<file path="src/rtl/nvc_pkg.sv">
// Shared constants and types for the normalized vector correlation block.
// No dependencies; every other file imports this package.

package nvc_pkg;

  localparam int SAMPLE_W   = 8;
  localparam int RAW_W      = 24;
  localparam int NORM_W     = 16;
  localparam int STATUS_W   = 2;
  localparam int FRAC_BITS  = 15;
  localparam int MAX_LEN_DEF = 256;

  // largest square of one sample: (-2^(SAMPLE_W-1))^2
  localparam int SQ_MAX = 2 ** (2 * SAMPLE_W - 2);

  localparam logic [STATUS_W-1:0] ST_OK   = 2'd0;
  localparam logic [STATUS_W-1:0] ST_ZERO = 2'd1;
  localparam logic [STATUS_W-1:0] ST_LONG = 2'd2;

  typedef struct packed {
    logic acc;        // add accepted pair into accumulators
    logic start;      // load energy product, init root and divider
    logic sqrt_step;  // one root bit
    logic div_step;   // one quotient bit
    logic load_out;   // capture result word and clear accumulators
  } nvc_cmd_t;

  typedef struct packed {
    logic skip;       // length overflow or zero energy: no root/divide
  } nvc_stat_t;

endpackage

</file>
<file path="src/rtl/nvc_in_if.sv">
// Input channel: one sample pair per word, with last marker.
// Depends on nvc_pkg.

interface nvc_in_if import nvc_pkg::*; ();
  logic                       valid;
  logic                       ready;
  logic signed [SAMPLE_W-1:0] sample_a;
  logic signed [SAMPLE_W-1:0] sample_b;
  logic                       last_pair;

  modport source (output valid, sample_a, sample_b, last_pair, input ready);
  modport sink   (input valid, sample_a, sample_b, last_pair, output ready);
endinterface

</file>
<file path="src/rtl/nvc_out_if.sv">
// Output channel: raw and normalized correlation with status.
// Depends on nvc_pkg.

interface nvc_out_if import nvc_pkg::*; ();
  logic                       valid;
  logic                       ready;
  logic signed [RAW_W-1:0]    raw_corr;
  logic signed [NORM_W-1:0]   norm_corr_q15;
  logic        [STATUS_W-1:0] status;

  modport source (output valid, raw_corr, norm_corr_q15, status, input ready);
  modport sink   (input valid, raw_corr, norm_corr_q15, status, output ready);
endinterface

</file>
<file path="src/rtl/normalized_vector_correlation.sv">
// Top level of the normalized vector correlation block: sequencer plus datapath.
// Depends on nvc_pkg, nvc_in_if, nvc_out_if, nvc_ctrl, nvc_dp.
//
//  channel  dir  word                                   handshake
//  in_i     in   sample_a, sample_b, last_pair          valid/ready
//  out_o    out  raw_corr, norm_corr_q15, status        valid/ready
//
// Non-last pairs are accumulated without stalling. After the last pair, the
// block loads the energy product, runs the one-bit-per-cycle root unit, then
// the one-bit-per-cycle divider, and enters a hand-off state; it takes no new
// pair until that hand-off, where its result is registered.
// Overflowed or zero-energy vectors skip root and divide.
// The output register holds a result while new pairs are accepted; a
// stalled output only holds the block in its hand-off cycle.
// Reset is asynchronous, active low, and clears all accumulators.

module normalized_vector_correlation import nvc_pkg::*; #(
  parameter int MAX_LEN = MAX_LEN_DEF
) (
  input  logic clk_i,
  input  logic rst_ni,
  nvc_in_if.sink    in_i,
  nvc_out_if.source out_o
);

  localparam int EN_W = $clog2(MAX_LEN * SQ_MAX + 1);

  nvc_cmd_t  cmd;
  nvc_stat_t stat;

  nvc_ctrl #(
    .SQRT_STEPS (EN_W),
    .DIV_STEPS  (EN_W + FRAC_BITS)
  ) u_ctrl (
    .clk_i       (clk_i),
    .rst_ni      (rst_ni),
    .in_valid_i  (in_i.valid),
    .in_last_i   (in_i.last_pair),
    .in_ready_o  (in_i.ready),
    .out_valid_o (out_o.valid),
    .out_ready_i (out_o.ready),
    .stat_i      (stat),
    .cmd_o       (cmd)
  );

  nvc_dp #(
    .MAX_LEN (MAX_LEN),
    .EN_W    (EN_W)
  ) u_dp (
    .clk_i           (clk_i),
    .rst_ni          (rst_ni),
    .cmd_i           (cmd),
    .stat_o          (stat),
    .sample_a_i      (in_i.sample_a),
    .sample_b_i      (in_i.sample_b),
    .raw_corr_o      (out_o.raw_corr),
    .norm_corr_q15_o (out_o.norm_corr_q15),
    .status_o        (out_o.status)
  );

endmodule

</file>
<file path="src/rtl/nvc_ctrl.sv">
// Sequencer: accumulate, then root and divide iterations, then result hand-off.
// Depends on nvc_pkg.

module nvc_ctrl import nvc_pkg::*; #(
  parameter int SQRT_STEPS = 23,
  parameter int DIV_STEPS  = 38
) (
  input  logic      clk_i,
  input  logic      rst_ni,
  input  logic      in_valid_i,
  input  logic      in_last_i,
  output logic      in_ready_o,
  output logic      out_valid_o,
  input  logic      out_ready_i,
  input  nvc_stat_t stat_i,
  output nvc_cmd_t  cmd_o
);

  localparam int CNT_W = $clog2(DIV_STEPS > SQRT_STEPS ? DIV_STEPS : SQRT_STEPS);

  localparam logic [2:0] S_ACC  = 3'd0;
  localparam logic [2:0] S_MUL  = 3'd1;
  localparam logic [2:0] S_SQRT = 3'd2;
  localparam logic [2:0] S_DIV  = 3'd3;
  localparam logic [2:0] S_DONE = 3'd4;

  logic [2:0]       state_q, state_d;
  logic [CNT_W-1:0] cnt_q, cnt_d;
  logic             out_valid_q, out_valid_d;

  always_comb begin
    state_d    = state_q;
    cnt_d      = cnt_q;
    cmd_o      = '0;
    in_ready_o = 1'b0;
    unique case (state_q)
      S_ACC: begin
        in_ready_o = 1'b1;
        cmd_o.acc  = in_valid_i;
        if (in_valid_i && in_last_i) begin
          state_d = S_MUL;
        end
      end
      S_MUL: begin
        cmd_o.start = 1'b1;
        cnt_d       = '0;
        state_d     = stat_i.skip ? S_DONE : S_SQRT;
      end
      S_SQRT: begin
        cmd_o.sqrt_step = 1'b1;
        if (cnt_q == CNT_W'(SQRT_STEPS - 1)) begin
          cnt_d   = '0;
          state_d = S_DIV;
        end else begin
          cnt_d = cnt_q + 1'b1;
        end
      end
      S_DIV: begin
        cmd_o.div_step = 1'b1;
        if (cnt_q == CNT_W'(DIV_STEPS - 1)) begin
          cnt_d   = '0;
          state_d = S_DONE;
        end else begin
          cnt_d = cnt_q + 1'b1;
        end
      end
      S_DONE: begin
        // output register free or draining this cycle
        if (!out_valid_q || out_ready_i) begin
          cmd_o.load_out = 1'b1;
          state_d        = S_ACC;
        end
      end
      default: state_d = S_ACC;
    endcase
  end

  always_comb begin
    out_valid_d = out_valid_q;
    if (cmd_o.load_out) begin
      out_valid_d = 1'b1;
    end else if (out_ready_i) begin
      out_valid_d = 1'b0;
    end
  end

  assign out_valid_o = out_valid_q;

  always_ff @(posedge clk_i or negedge rst_ni) begin
    if (!rst_ni) begin
      state_q     <= S_ACC;
      cnt_q       <= '0;
      out_valid_q <= 1'b0;
    end else begin
      state_q     <= state_d;
      cnt_q       <= cnt_d;
      out_valid_q <= out_valid_d;
    end
  end

endmodule

</file>
<file path="src/rtl/nvc_dp.sv">
// Datapath: accumulators, energy product, bit-serial root and divider,
// result register. Depends on nvc_pkg.

module nvc_dp import nvc_pkg::*; #(
  parameter int MAX_LEN = MAX_LEN_DEF,
  parameter int EN_W    = 23
) (
  input  logic                       clk_i,
  input  logic                       rst_ni,
  input  nvc_cmd_t                   cmd_i,
  output nvc_stat_t                  stat_o,
  input  logic signed [SAMPLE_W-1:0] sample_a_i,
  input  logic signed [SAMPLE_W-1:0] sample_b_i,
  output logic signed [RAW_W-1:0]    raw_corr_o,
  output logic signed [NORM_W-1:0]   norm_corr_q15_o,
  output logic        [STATUS_W-1:0] status_o
);

  localparam int CNT_W = $clog2(MAX_LEN + 1);
  localparam int DOT_W = EN_W + 1;
  localparam int PW    = 2 * EN_W;
  localparam int RW    = EN_W + 2;
  localparam int NW    = EN_W + FRAC_BITS;
  localparam int SQ_W  = 2 * SAMPLE_W;

  localparam logic [NW-1:0] POS_MAX = NW'(2 ** (NORM_W - 1) - 1);
  localparam logic [NW-1:0] NEG_MAX = NW'(2 ** (NORM_W - 1));

  // accumulators
  logic [CNT_W-1:0]        cnt_q;
  logic signed [DOT_W-1:0] dot_q;
  logic [EN_W-1:0]         ea_q, eb_q;
  logic                    ovf_q;

  logic signed [SQ_W-1:0] ab, aa, bb;
  logic                   ovf_now, zero_en;

  assign ab      = sample_a_i * sample_b_i;
  assign aa      = sample_a_i * sample_a_i;
  assign bb      = sample_b_i * sample_b_i;
  assign ovf_now = ovf_q || (cnt_q >= CNT_W'(MAX_LEN));
  assign zero_en = (ea_q == '0) || (eb_q == '0);
  assign stat_o.skip = ovf_q || zero_en;

  always_ff @(posedge clk_i or negedge rst_ni) begin
    if (!rst_ni) begin
      cnt_q <= '0;
      dot_q <= '0;
      ea_q  <= '0;
      eb_q  <= '0;
      ovf_q <= 1'b0;
    end else if (cmd_i.load_out) begin
      cnt_q <= '0;
      dot_q <= '0;
      ea_q  <= '0;
      eb_q  <= '0;
      ovf_q <= 1'b0;
    end else if (cmd_i.acc) begin
      if (ovf_now) begin
        ovf_q <= 1'b1;
      end else begin
        cnt_q <= cnt_q + 1'b1;
        dot_q <= dot_q + DOT_W'(ab);
        ea_q  <= ea_q + EN_W'($unsigned(aa));
        eb_q  <= eb_q + EN_W'($unsigned(bb));
      end
    end
  end

  // magnitude and sign of the dot product
  logic            neg;
  logic [EN_W-1:0] mag;
  assign neg = dot_q[DOT_W-1];
  assign mag = neg ? EN_W'(-dot_q) : EN_W'(dot_q);

  // root: two radicand bits per step; divide: one dividend bit per step
  logic [PW-1:0]   prod_q;
  logic [RW-1:0]   rem_r_q;
  logic [EN_W-1:0] root_q;
  logic [EN_W:0]   rem_d_q;
  logic [NW-1:0]   dvd_q;   // dividend bits out the top, quotient bits in the bottom

  logic [RW-1:0]   r_sh, r_trial;
  logic            r_fit;
  logic [EN_W:0]   d_sh;
  logic            d_fit;

  assign r_sh    = {rem_r_q[RW-3:0], prod_q[PW-1 -: 2]};
  assign r_trial = {root_q, 2'b01};
  assign r_fit   = r_sh >= r_trial;
  assign d_sh    = {rem_d_q[EN_W-1:0], dvd_q[NW-1]};
  assign d_fit   = d_sh >= {1'b0, root_q};

  always_ff @(posedge clk_i) begin
    if (cmd_i.start) begin
      prod_q  <= ea_q * eb_q;
      rem_r_q <= '0;
      root_q  <= '0;
      rem_d_q <= '0;
      dvd_q   <= {mag, FRAC_BITS'(0)};
    end else if (cmd_i.sqrt_step) begin
      prod_q  <= {prod_q[PW-3:0], 2'b00};
      rem_r_q <= r_fit ? (r_sh - r_trial) : r_sh;
      root_q  <= {root_q[EN_W-2:0], r_fit};
    end else if (cmd_i.div_step) begin
      rem_d_q <= d_fit ? (d_sh - {1'b0, root_q}) : d_sh;
      dvd_q   <= {dvd_q[NW-2:0], d_fit};
    end
  end

  // clamp to Q1.15
  logic signed [NORM_W-1:0] norm;
  always_comb begin
    if (neg) begin
      norm = (dvd_q > NEG_MAX) ? NORM_W'(NEG_MAX) : NORM_W'(-dvd_q);
    end else begin
      norm = (dvd_q > POS_MAX) ? NORM_W'(POS_MAX) : NORM_W'(dvd_q);
    end
  end

  always_ff @(posedge clk_i) begin
    if (cmd_i.load_out) begin
      if (ovf_q) begin
        raw_corr_o      <= '0;
        norm_corr_q15_o <= '0;
        status_o        <= ST_LONG;
      end else if (zero_en) begin
        raw_corr_o      <= RAW_W'(dot_q);
        norm_corr_q15_o <= '0;
        status_o        <= ST_ZERO;
      end else begin
        raw_corr_o      <= RAW_W'(dot_q);
        norm_corr_q15_o <= norm;
        status_o        <= ST_OK;
      end
    end
  end

endmodule

</file>
<file path="src/flat_wrapper.sv">
// flat-port wrapper written by rule: the top's interface ports become plain ports
module normalized_vector_correlation_flat import nvc_pkg::*;
#(
  parameter int MAX_LEN = MAX_LEN_DEF
)
  (clk_i, rst_ni, in_i_valid, in_i_sample_a, in_i_sample_b, in_i_last_pair, in_i_ready, out_o_valid, out_o_raw_corr, out_o_norm_corr_q15, out_o_status, out_o_ready);
  nvc_in_if in_i_i ();
  nvc_out_if out_o_i ();
  input  logic clk_i;
  input  logic rst_ni;
  input wire logic [$bits(in_i_i.valid)-1:0] in_i_valid;
  input wire logic [$bits(in_i_i.sample_a)-1:0] in_i_sample_a;
  input wire logic [$bits(in_i_i.sample_b)-1:0] in_i_sample_b;
  input wire logic [$bits(in_i_i.last_pair)-1:0] in_i_last_pair;
  output wire logic [$bits(in_i_i.ready)-1:0] in_i_ready;
  output wire logic [$bits(out_o_i.valid)-1:0] out_o_valid;
  output wire logic [$bits(out_o_i.raw_corr)-1:0] out_o_raw_corr;
  output wire logic [$bits(out_o_i.norm_corr_q15)-1:0] out_o_norm_corr_q15;
  output wire logic [$bits(out_o_i.status)-1:0] out_o_status;
  input wire logic [$bits(out_o_i.ready)-1:0] out_o_ready;
  assign in_i_i.valid = in_i_valid;
  assign in_i_i.sample_a = in_i_sample_a;
  assign in_i_i.sample_b = in_i_sample_b;
  assign in_i_i.last_pair = in_i_last_pair;
  assign in_i_ready = in_i_i.ready;
  assign out_o_valid = out_o_i.valid;
  assign out_o_raw_corr = out_o_i.raw_corr;
  assign out_o_norm_corr_q15 = out_o_i.norm_corr_q15;
  assign out_o_status = out_o_i.status;
  assign out_o_i.ready = out_o_ready;
  normalized_vector_correlation #(.MAX_LEN(MAX_LEN)) u_core (.clk_i(clk_i), .rst_ni(rst_ni), .in_i(in_i_i), .out_o(out_o_i));
endmodule
</file>
<file path="config.mk">
export PLATFORM = sky130hd
export DESIGN_NAME = normalized_vector_correlation_flat
export DESIGN_NICKNAME = d
export VERILOG_FILES = /design/src/rtl/nvc_pkg.sv /design/src/rtl/nvc_in_if.sv /design/src/rtl/nvc_out_if.sv /design/src/rtl/normalized_vector_correlation.sv /design/src/rtl/nvc_ctrl.sv /design/src/rtl/nvc_dp.sv /design/src/flat_wrapper.sv
export SDC_FILE = /design/constraint.sdc
export NUM_CORES = 2
export LEC_CHECK = 0
export ABC_AREA = 1
export BUFFER_PORTS_ARGS = -buffer_cell sky130_fd_sc_hd__buf_2
export CAP_MARGIN = 10
export CORE_MARGIN = 5
export CORE_UTILIZATION = 67
export DETAILED_ROUTE_END_ITERATION = 12
export PLACE_DENSITY_LB_ADDON = 0.05
export SLEW_MARGIN = 20
export SYNTH_ARGS = -nofsm -noshare
export SYNTH_HDL_FRONTEND = slang
export SYNTH_SLANG_ARGS = --single-unit
export TNS_END_PERCENT = 100
</file>
<file path="constraint.sdc">
create_clock -name clk_i -period 7.6 [get_ports clk_i]
set_clock_uncertainty 0.1 [all_clocks]
set_input_delay 0.38 -clock clk_i [delete_from_list [all_inputs] [get_ports clk_i]]
set_output_delay 0.38 -clock clk_i [all_outputs]
set_load 0.05 [all_outputs]
</file>
==> key figures <==
Worst setup path
  • CP Capture Type: flip-flop
  • Startpoint types: flip-flop
  • Critical Path RT: 7.83 ns
  • Worst Path Arrival: 7.40 ns
  • Critical path type: flip-flop to flip-flop
  • R2R Setup Slk: 0.43 ns
  • Max FO, Critical Path: 18
  • Worst r2r path cells: 27
  • RR Endpoint: u_core.u_dp.prod_q[41]
  • Worst r2r src: u_core.u_dp.ea_q[14]

Logic synthesis
  • Mapped cell area: roughly 45000 um^2
  • Synthesized area per cell: 7.27 um^2
  • Post-synthesis net count: 7239
  • Synth async-reset ratio: a little under a third
  • Area leader, netlist: fa_1
  • Synth Flop Type: edfxtp_1
  • Library cells used by synthesis: 50
  • Top-count cell post-synth: nand2_1
  • Ys Warns: 0
  • Share of the synthesized area in the top cell type: 28.2%
  • Synth top area cells: fa_1 28%, nand2_1 15%, inv_1 13%
  • EDFF count, synth: 111
  • Cell count after synthesis: 6213
  • Post-synth top cells: 1856 x nand2_1, 1507 x inv_1, 635 x fa_1, 370 x ha_1, 364 x nor2_1
  • Yosys reg bits: 285
  • Sequential fraction of the synthesis area: roughly 16%

Detailed routing
  • Wire per inst: 17.2 um
  • # DRC: 0
  • Total wire length: 122000 um
  • DR iter-0 viols: 3205
  • Post-route ant nets: 0
  • Drt via density: 5.50
  • DRT Pass-1 Iters: 6
  • DR vias: just under 40000

Layout
  • Layout cells sized above 1: 3.69%
  • Sequential cell area: 7270 um^2
  • Layout Nets: 7201
  • Layout area overhead: 5.09%
  • Fillers: 5776
  • Post-layout util: 70.8%
  • Multi-input gate area: around 31000 um^2

Clock network
  • CTS Buf Count: 36
  • CTS Buffer Depth: 3
  • Post-CTS setup buffer count: 0
  • CTS Root Cell: clkbuf_16
  • H-tree depth: 2
  • CTS tree: done
  • Post-CTS resize count: 0
  • Clk slew on worst S/H paths: 0.06 ns
  • Clock latency on the worst-skew pair: roughly 0.58 ns
  • Hold buffer count at cts: 2
  • CTS Sinks: 285

Global routing
  • Gr usage total: 33.9%
  • Largest net degree at the start of global routing: 71
  • Number of global-route vias before repair: 39100
  • Initial antenna violation count: 1
  • Global-route wire length before repair: 201000 um
  • Overflow after GRT: 0

STA
  • Hold Vio Cnt, Final: 0
  • Worst-Margin Slew: 1.18 ns
  • Slew Limit Fails: 0
  • Final worst slack: 0.434 ns
  • Peak Freq: ~140 MHz
  • RSZ-0062 raised after global routing: no
  • Slew margin rel.: between 20% and 30%
  • Endpoints failing setup: 0
  • Tmin final: 7.17 ns
  • Final TNS setup: 0 ns
  • Fin crit share: 94.3%

Floorplanning
  • Die Ht: around 270 um
  • Die ar.: 72700 um^2
  • Die W: approximately 270 um
  • Rows: 95
  • Core box area: 67000 um^2
  • I/O pin count: between 60 and 70
  • Initial Util: 67.3%

Placed design
  • Post-place setup slack: 0.569 ns
  • Placer Congestion: 1.03
  • Buffers on Ports: 64
  • HPWL after detailed placement: 98000 um

Worst hold path
  • Hold Crit Endpoint: u_core.u_dp.ovf_q
  • HP Start: in_i_valid
  • Hold Path Class: input port to flip-flop
  • Hold depth: 3

Outcome
  • Run status: finished, final reports clean

Run
  • # Max-Cap Violations: 0
## through the flow
step / hold slack (ns) / instances / cell area (um^2)
2_1_floorplan: -0.0156 / 6213 / 45100
3_3_place_gp: 0.182 / 7008 / 46200
3_5_place_dp: 0.186 / 7008 / 46200
4_1_cts: 0.123 / 7076 / 47400
5_1_grt: 0.154 / 7077 / 47400
6_report: 0.155 / 7077 / 47400
## area by class of cell
cell class	instances	area share, %
Multi-Input combinational cell	4208	66.2
Sequential cell	285	15.3
Inverter	1513	12.0
Tap cell	873	2.30
Clock buffer	46	2.06
Timing Repair Buffer	131	1.75
Clock inverter	20	0.417
Antenna cell	1	0.00527
## layout by cell type (no fill, tap or decap), types with 6 or more instances in the layout
| cell type | synthesis | layout |
|---|---|---|
| nand2_1 | 1856 | 1855 |
| inv_1 | 1507 | 1506 |
| fa_1 | 635 | 635 |
| ha_1 | 370 | 370 |
| nor2_1 | 364 | 361 |
| nand3_1 | 246 | 246 |
| a21oi_1 | 191 | 191 |
| o21ai_0 | 158 | 158 |
| edfxtp_1 | 111 | 111 |
| dfrtp_1 | 90 | 89 |
| dfxtp_1 | 84 | 84 |
| nand4_1 | 75 | 75 |
| o22ai_1 | 67 | 67 |
| buf_4 | 4 | 66 |
| buf_2 | 9 | 63 |
| xnor2_1 | 49 | 49 |
| xor2_1 | 36 | 36 |
| clkbuf_16 | 0 | 36 |
| nor3_1 | 33 | 33 |
| nand3b_1 | 25 | 25 |
| or2_2 | 18 | 18 |
| a21o_1 | 15 | 15 |
| o21bai_1 | 13 | 13 |
| nor4_1 | 12 | 12 |
| o21ai_1 | 10 | 10 |
| inv_2 | 5 | 6 |
| clkinv_2 | 0 | 6 |
| clkbuf_1 | 172 | 6 |
## metal layers
layer  global-route usage (%)  wire [um]
met2                     55.2      56700
met1                     45.9      49700
met4                     12.8       5360
met5                        0          0
met3                     5.76      10400
## worst max-delay path by stage
stage | end | start | cells past startpoint
6_report | u_core.u_dp.prod_q[41] | u_core.u_dp.ea_q[14] | 27
5_1_grt | u_core.u_dp.prod_q[28] | u_core.u_dp.ea_q[14] | 23
4_1_cts | u_core.u_dp.prod_q[28] | u_core.u_dp.ea_q[13] | 23
3_5_place_dp | u_core.u_dp.prod_q[44] | u_core.u_dp.ea_q[13] | 25
3_3_place_gp | u_core.u_dp.prod_q[44] | u_core.u_dp.ea_q[13] | 25
2_1_floorplan | u_core.u_dp.prod_q[24] | u_core.u_dp.eb_q[16] | 25
## logic make-up (layout without fill, tap and decap cells)
| logic type | count (synthesis) | in the layout | synth area share (%) |
|---|---|---|---|
| adder cells (fa/ha/maj) | 1005 | 1005 | 38.4 |
| AND/OR/NAND/NOR | 2645 | 2645 | 23.7 |
| AO/OA/AOI/OAI | 473 | 473 | 5.71 |
| XOR/XNOR | 85 | 85 | 1.65 |
| flip-flops | 285 | 285 | 16.1 |
| buffers and inverters | 1720 | 1710 | 14.4 |
| other | 0 | 1 | 0 |
## flip-flops by register name (all words and copies together) (netlist names), 2 cells and up
signal                       count
u_core.u_ctrl.cnt_q              6
u_core.u_ctrl.state_q            3
u_core.u_dp.cnt_q                9
u_core.u_dp.dot_q               24
u_core.u_dp.dvd_q               38
u_core.u_dp.ea_q                23
u_core.u_dp.eb_q                23
u_core.u_dp.norm_corr_q15_o     16
u_core.u_dp.prod_q              46
u_core.u_dp.raw_corr_o          24
u_core.u_dp.rem_d_q             23
u_core.u_dp.rem_r_q             23
u_core.u_dp.root_q              23
u_core.u_dp.status_o             2
## worst max-delay path: stages, from the launching register on
cell	delay, ns
dfrtp_1	1.12
nand2_1	0.13
inv_1	0.13
fa_1	0.45
fa_1	0.52
inv_1	0.06
fa_1	0.50
fa_1	0.52
inv_1	0.05
fa_1	0.46
fa_1	0.55
inv_1	0.06
fa_1	0.62
inv_1	0.07
ha_1	0.38
nand2_1	0.11
inv_1	0.10
nand2_1	0.15
inv_1	0.14
nand2_1	0.11
inv_1	0.09
nand2_1	0.08
nand2_1	0.07
nand2_1	0.08
nand3_1	0.07
nand2_1	0.06
nand3_1	0.08
nand2_1	0.05
Power is left out: the tool's default activity adds up to more than one toggle a clock period on the data nets, which glitch-free logic cannot reach.
